`src/hw/rtl/assert_macros.svh`:
```
// Assertion macros shared by the zero-sum subarray finder RTL.
`ifndef ASSERT_MACROS_SVH
`define ASSERT_MACROS_SVH

// Property must hold on every clock edge outside reset.
`define ASSERT_ALWAYS(label, clk, rst_n, expr, msg) \
    label: assert property (@(posedge clk) disable iff (!rst_n) (expr)) else $error(msg);

// Antecedent implies consequent in the same cycle.
`define ASSERT_IMPLY(label, clk, rst_n, ante, cons, msg) \
    label: assert property (@(posedge clk) disable iff (!rst_n) (ante) |-> (cons)) else $error(msg);

`endif

```
`src/hw/rtl/zss_pkg.sv`:
```
// Package: types and constants of the zero-sum subarray finder.
package zss_pkg;

    localparam int MAX_LEN_DEF = 256;
    localparam int SUM_W_DEF   = 24;
    localparam int ELEM_W      = 16;
    localparam int IDX_W       = 8;

    typedef enum logic [1:0] {
        STATUS_FOUND    = 2'd0,
        STATUS_NONE     = 2'd1,
        STATUS_OVERFLOW = 2'd2
    } status_t;

    typedef struct packed {
        logic signed [ELEM_W-1:0] element_value;
        logic                     is_last;
    } item_t;

    typedef struct packed {
        status_t          status;
        logic [IDX_W-1:0] start_index;
        logic [IDX_W-1:0] end_index;
    } result_t;

    typedef struct packed {
        logic load;
        logic scan;
        logic match;
        logic store;
        logic finish;
        logic emit;
    } cmd_t;

    typedef struct packed {
        logic go_scan;
        logic found;
        logic scan_end;
        logic res_pend;
    } stat_t;

endpackage

```
`src/hw/rtl/zss_ctrl.sv`:
```
// Controller: sequences load, table scan, finish and result hand-off.
`include "assert_macros.svh"

module zss_ctrl (
    input  logic           clk,
    input  logic           rst_n,
    input  logic           item_valid,
    output logic           item_ready,
    output logic           result_valid,
    input  logic           result_ready,
    input  zss_pkg::stat_t stat,
    output zss_pkg::cmd_t  cmd
);

    typedef enum logic [1:0] {
        S_IDLE,
        S_SCAN,
        S_FINISH,
        S_POST
    } state_t;

    state_t state_reg;
    state_t state_next;
    logic   out_valid_reg;
    logic   out_valid_next;
    logic   slot_free;

    assign item_ready   = (state_reg == S_IDLE);
    assign result_valid = out_valid_reg;
    assign slot_free    = !out_valid_reg || result_ready;

    always_comb
    begin
        cmd        = '0;
        state_next = state_reg;
        case (state_reg)
            S_IDLE:
            begin
                if (item_valid)
                begin
                    cmd.load   = 1'b1;
                    state_next = stat.go_scan ? S_SCAN : S_FINISH;
                end
            end
            S_SCAN:
            begin
                if (stat.found)
                begin
                    cmd.match  = 1'b1;
                    state_next = S_FINISH;
                end
                else if (stat.scan_end)
                begin
                    cmd.store  = 1'b1;
                    state_next = S_FINISH;
                end
                else
                begin
                    cmd.scan = 1'b1;
                end
            end
            S_FINISH:
            begin
                cmd.finish = 1'b1;
                state_next = S_POST;
            end
            S_POST:
            begin
                if (stat.res_pend)
                begin
                    if (slot_free)
                    begin
                        cmd.emit   = 1'b1;
                        state_next = S_IDLE;
                    end
                end
                else
                begin
                    state_next = S_IDLE;
                end
            end
            default:
            begin
                state_next = S_IDLE;
            end
        endcase
        out_valid_next = cmd.emit ? 1'b1 : (result_ready ? 1'b0 : out_valid_reg);
    end

    always_ff @(posedge clk or negedge rst_n)
    begin
        if (!rst_n)
        begin
            state_reg     <= S_IDLE;
            out_valid_reg <= 1'b0;
        end
        else
        begin
            state_reg     <= state_next;
            out_valid_reg <= out_valid_next;
        end
    end

    `ASSERT_IMPLY(a_emit_slot_free, clk, rst_n, cmd.emit, slot_free, "result overwritten")
    `ASSERT_ALWAYS(a_cmd_onehot, clk, rst_n,
        $onehot0({cmd.load, cmd.match, cmd.store, cmd.finish, cmd.emit}), "command clash")

endmodule

```
`config.mk`:
```
export PLATFORM = sky130hd
export DESIGN_NAME = zss_ctrl
export DESIGN_NICKNAME = d
export VERILOG_FILES = /design/src/hw/rtl/zss_pkg.sv /design/src/hw/rtl/zss_ctrl.sv
export VERILOG_INCLUDE_DIRS = /design/src /design/src/hw/rtl
export SDC_FILE = /design/constraint.sdc
export NUM_CORES = 1
export LEC_CHECK = 0
export ABC_AREA = 1
export BUFFER_PORTS_ARGS = -buffer_cell sky130_fd_sc_hd__buf_2
export CORE_AREA = 2 2 39 41
export DETAILED_ROUTE_END_ITERATION = 10
export DIE_AREA = 0 0 41 43
export GPL_ROUTABILITY_DRIVEN = 0
export SYNTH_ARGS = -nofsm -noshare
export SYNTH_HDL_FRONTEND = slang
export SYNTH_SLANG_ARGS = --single-unit
```
`constraint.sdc`:
```
create_clock -name clk -period 1.4 [get_ports clk]
set_clock_uncertainty 0.05 [all_clocks]
set_input_delay 0.07 -clock clk [delete_from_list [all_inputs] [get_ports clk]]
set_output_delay 0.07 -clock clk [all_outputs]
set_load 0.02 [all_outputs]
```
==> impl_metrics.toml, run 1 <==
[placed_design]
post-dp-hpwl_um = 449
post-place-ws_ps = 143
portBuffers = 15

[power_and_ir_drop]
p_leak_nw = 0.277
powerDensity_nw_per_um2 = 1950
ir_worst_vdd_mv = 0.547

[worst_setup_path]
rr_startpoint = "state_reg[1]"
path_max_fanout = 4
cp-start-kind = "flop"
r2r_cells = 8
critPathKind = "reg -> out"
crit_start = "state_reg[1]"
r2r_end = "state_reg[0]"
cp.required_ps = 1280
endpoint_kind = "output pin"
critPathArrivalTime_ps = 1220
ff2ff_setup_slack_ps = 100

[global_route]
grt_remaining_overflow = 0
grt_pass1_vias = 270
grt_pass1_wl_um = 848
track_usage_pct = 7.25
antenna_found_initial = 0
grt_max_degree = 6

[route]
detail_route.iter0.violations = 3
drt.antenna.violating_nets = 0
drcViolationCount = 0
wl_per_cell_um = 6.47
firstDrtPassIters = 2
routed_wirelength_um = 498
num_vias = 294
viasPerCell = 3.82

[yosys]
yosysTopAreaCell = "dfrtp_1"
seq_area_frac_synth_pct = 27.3
synth_top_family_by_area = "simple AND/OR/NAND/NOR gates"
synth_fa_ha_area_share_pct = 18.2
ys_types = 14
synth_compound_area_share_pct = 6.36
syn_nets = 52
synthMuxAreaShare_pct = 0
synthSimpleGateAreaFrac_pct = 33.2
yosys_warnings = 0
synth.top_cell.area_share_pct = 27.3
avgSynthCellArea_um2 = 6.88
ys_seq_elements = 3
syn-cell-area_um2 = 275
synth_top_cells_by_area = "dfrtp_1, ha_1, nand2_1"
syn-instance-count = 40
synthXorXnorAreaFrac_pct = 0

[sta]
timing.fmax_ghz = 0.744
finalCriticalPeriod_ps = 1340
final_hold_viol_count = 0
rsz0062_at_grt = "true"
setup_viol = 0
relSlewSlack_pct = 90.2
fin_tns_setup_ps = 0
worst_pin_slew_ps = 145
finalCritPeriodShare_pct = 96.0
fin_ws_ps = 56.1
drv_slew = 0

[final_layout]
largest_register_ffs = 2
final_cell_mix = "buf_2, nand2_1, inv_1"
area_growth_pct = 54.1
utilization_pct = 30.7
num_antenna_cells = 0
final_common_cell = "buf_2"
drive_gt1_share_pct = 41.0
final_nets = 74

[die]
pin_count = 16
rows = 14
die_height_um = 43
fp.coreArea_um2 = 1380
die_w_um = 41
start_util_pct = 19.9
dieArea_um2 = 1760

[clock_network]
path_clk_slew_ps = 40
htreeDepth = 1
clockBufferDepth = 2
clock_latency_ps = 230
cts_buffers = 3
ctsRootBufferMaster = "clkbuf_4"
tritoncts = "built"
cts_sinks = 3

[worst_hold_path]
min_path_type = "in -> reg"
min_from = "result_ready"
min_to = "result_valid"
min_delay_path_depth = 2

[outcome]
status = "finished clean"

[job]
maxCapViolCount = 0
-- per-stage QoR --
stage                     cells  power [mW]  area (µm²)  hold slack [ps]
final                        77       0.826         424             8.59
after global routing         77       0.927         424             55.2
after CTS                    75       0.797         399             8.02
after detailed placement     70       0.640         363             -182
after global placement       70       0.639         363             -182
after floorplan              40       0.527         275             -276
-- cells in the mapped netlist --
| library cell | n |
|---|---|
| nand2_1 | 12 |
| inv_1 | 8 |
| ha_1 | 4 |
| dfrtp_1 | 3 |
| nor2_1 | 3 |
| nand3_1 | 2 |
| a21oi_1 | 1 |
| and3b_1 | 1 |
| buf_4 | 1 |
| inv_2 | 1 |
| nand3_2 | 1 |
| nor2_2 | 1 |
| o21a_1 | 1 |
| o21ai_0 | 1 |
-- worst max-delay path by stage --
stage	to	slack [ps]	cells past startpoint
CTS	cmd[2]	30	4
global placement	state_reg[1]	180	7
global route	cmd[5]	-20	5
finish	cmd[0]	60	5
floorplan	state_reg[1]	110	6
detailed placement	state_reg[0]	140	7
-- area by class of cell --
| cell class | count | area [µm²] |
|---|---|---|
| fillers | 157 | 960 |
| repair buffers | 18 | 105 |
| clock buffers | 4 | 26.3 |
| inverters | 9 | 33.8 |
| well taps | 16 | 20.0 |
| flip-flops and latches | 3 | 75.1 |
| multi-input cells | 27 | 164 |
-- timing repair --
action | CTS | global route
endpoints found under the hold margin | 3 | 0
setup buffers | 0 | 2
hold buffers | 1 | 0
endpoints found under the setup margin | 0 | 4
resized for setup | 0 | 4
-- worst max-delay path: stages, from the launching register on --
cell	delay (ps)
dfrtp_1	400
buf_4	140
ha_1	170
nand2_1	90
nor2_1	50
buf_2	150
-- layer usage --
| metal | GRT usage, % | vias to the layer above | share of wire [%] |
|---|---|---|---|
| li1 | - | 162 | - |
| met1 | 5.52 | 125 | 37 |
| met2 | 13.4 | 7 | 56 |
| met3 | 1.57 | 0 | 6.8 |
| met4 | 6.00 | 0 | 0 |
| met5 | 0 | - | 0 |
-- kinds of logic (layout without fill, tap and decap cells) --
kind of cell,Yosys count,count (layout)
DFF,3,3
AOI/OAI and AO/OA,3,3
and+or+nand+nor,20,20
buffers and inverters,10,31
adders and majority gates,4,4
-- report_power, final --
| part | switching (mW) | internal (mW) | total [mW] | leakage [nW] |
|---|---|---|---|---|
| clock network | 0.0395 | 0.106 | 0.146 | 0.0150 |
| registers | 0.0326 | 0.129 | 0.161 | 0.0375 |
| logic | 0.293 | 0.225 | 0.518 | 0.225 |
(Power assumes the default switching activity.)
==> run 2, diff against run 1 <==
- PLACE_DENSITY: unset -> 0.49
==> run 2 against run 1 <==
Effect of this change:
- via count decreased by 4.1%
- clock power about the same
- critical path depth decreased by 1
- utilization decreased by 1.1 points
- register-to-register slack improved by 60 ps
- routed wire length increased by 6.2%
- flip-flop and latch count unchanged
- maximum frequency increased by 0.92%
- count of clock-buffer cells in the layout unchanged
- design area decreased by 3.5%
- non-clock buffer count decreased by 2
- largest cell class unchanged
- largest power group unchanged
==> impl_metrics.toml, run 2 (synthesis results as in run 1) <==
[outcome]
status = "finished clean"

[final_layout]
drive_gt1_share_pct = 39.0
nFillCells = 167
largest_register_ffs = 2
final_cell_mix = "buf_2, nand2_1, inv_1"
final_nets = 72
num_antenna_cells = 0
ff_latch_area_um2 = 75.1
final_common_cell = "buf_2"
multiInputGateArea_um2 = 164
area_growth_pct = 48.6

[worst_setup_path]
slowest_delay_ps = 400
cp-start-kind = "flop"
critPathSlowestCell = "dfrtp_1"
path_max_fanout = 4
cp.buffers_inverters = 2
timing.critical_path.cells = "inv_1, ha_2, and3b_1, buf_4"
cp.required_ps = 1280
critPathKind = "reg -> out"
endpoint_kind = "output pin"
critPathArrivalTime_ps = 1210
critPathTopFamily = "flip-flops"

[clock_network]
path_clk_slew_ps = 30
tritoncts = "built"
cts_buffers = 3
cts_sinks = 3
clock_latency_ps = 230
clockBufferDepth = 2
htreeDepth = 1
ctsRootBufferMaster = "clkbuf_4"

[worst_hold_path]
min_path_type = "in -> reg"

[global_route]
grt_pass1_vias = 233
grt_max_degree = 6
grt_pass1_wl_um = 779
track_usage_pct = 6.94
grt_remaining_overflow = 0
antenna_found_initial = 0

[route]
detail_route.iter0.violations = 0
top_layer = "met3"
firstDrtPassIters = 1
dr_wl_met3_um = 42
drt.antenna.violating_nets = 0
wl_met2_um = 260
viasPerCell = 3.76
wl_per_cell_um = 7.05
drcViolationCount = 0
routed_wirelength_um = 529
wl_met1_um = 226
num_vias = 282

[power_and_ir_drop]
ir_worst_vdd_mv = 0.518
powerDensity_nw_per_um2 = 1960
p_total_mw = 0.801
p_leak_nw = 0.267

[sta]
setup_viol = 0
worst_pin_slew_ps = 151
relSlewSlack_pct = 89.9
timing.fmax_ghz = 0.751
finalCriticalPeriod_ps = 1330
rsz0062_at_grt = "true"
drv_slew = 0
finalCritPeriodShare_pct = 95.1
fin_ws_ps = 68.3
final_hold_viol_count = 0

[placed_design]
portBuffers = 15
post-place-ws_ps = 130
post-dp-hpwl_um = 456

[die]
dieArea_um2 = 1760
pin_count = 16
rows = 14
start_util_pct = 19.9
fp.coreArea_um2 = 1380
die_height_um = 43
die_w_um = 41

[job]
maxCapViolCount = 0
==> run 2: cell types whose count changed in the layout (fill, tap and decap cells not counted) <==
cell,before,now
buf_4,4,2
==> run 2: worst paths after layout <==
check | startpoint | to | slack, ps | cells past startpoint
setup / recovery | state_reg[1] | cmd[2] | 70 | 4
hold / removal | result_ready | result_valid | 10 | 2
setup reg to reg | state_reg[0] | state_reg[1] | 160 | 5
hold reg to reg | state_reg[0] | state_reg[0] | 500 | 2
max in group asynchronous | rst_n | state_reg[0] | 1090 | 2
min in group asynchronous | rst_n | result_valid | 110 | 2
==> run 2: layout make-up <==
class                      count  share of cell area, %
timing repair buffer          16                   22.0
inverter                       9                   8.26
sequential                     3                   18.3
tap                           16                   4.89
clock buffer                   4                   6.42
multi-input combinational     27                   40.1
==> run 2: timing repair <==
action	in CTS	in global routing
endpoints found under the setup margin	0	3
hold endpoints to repair	3	0
hold buffers	1	0
resized for setup	0	4
buffers inserted	0	0
==> run 2: through the flow <==
stage,instances,utilization [%],hold WS (ps),TNS (ps),cell area [µm²]
after floorplan,40,-,-276,0,275
after global placement,70,26.2,-178,0,363
after detailed placement,70,26.2,-183,0,363
after CTS,75,28.8,15.5,0,399
after global routing,75,29.6,29.7,-12.2,409
final,75,29.6,13.5,0,409
==> run 2: power breakdown <==
part	switching, mW	leakage (nW)	total (mW)	internal, mW
Sequential	0.0350	0.0375	0.164	0.129
Clock	0.0407	0.0150	0.147	0.107
Combinational	0.296	0.215	0.491	0.195
==> run 2: per-layer routing <==
| layer | GRT usage, % | vias up |
|---|---|---|
| met3 | 1.57 | 0 |
| met4 | 8.00 | 0 |
| met5 | 0 | - |
| met1 | 7.77 | 119 |
| li1 | - | 155 |
| met2 | 9.38 | 8 |
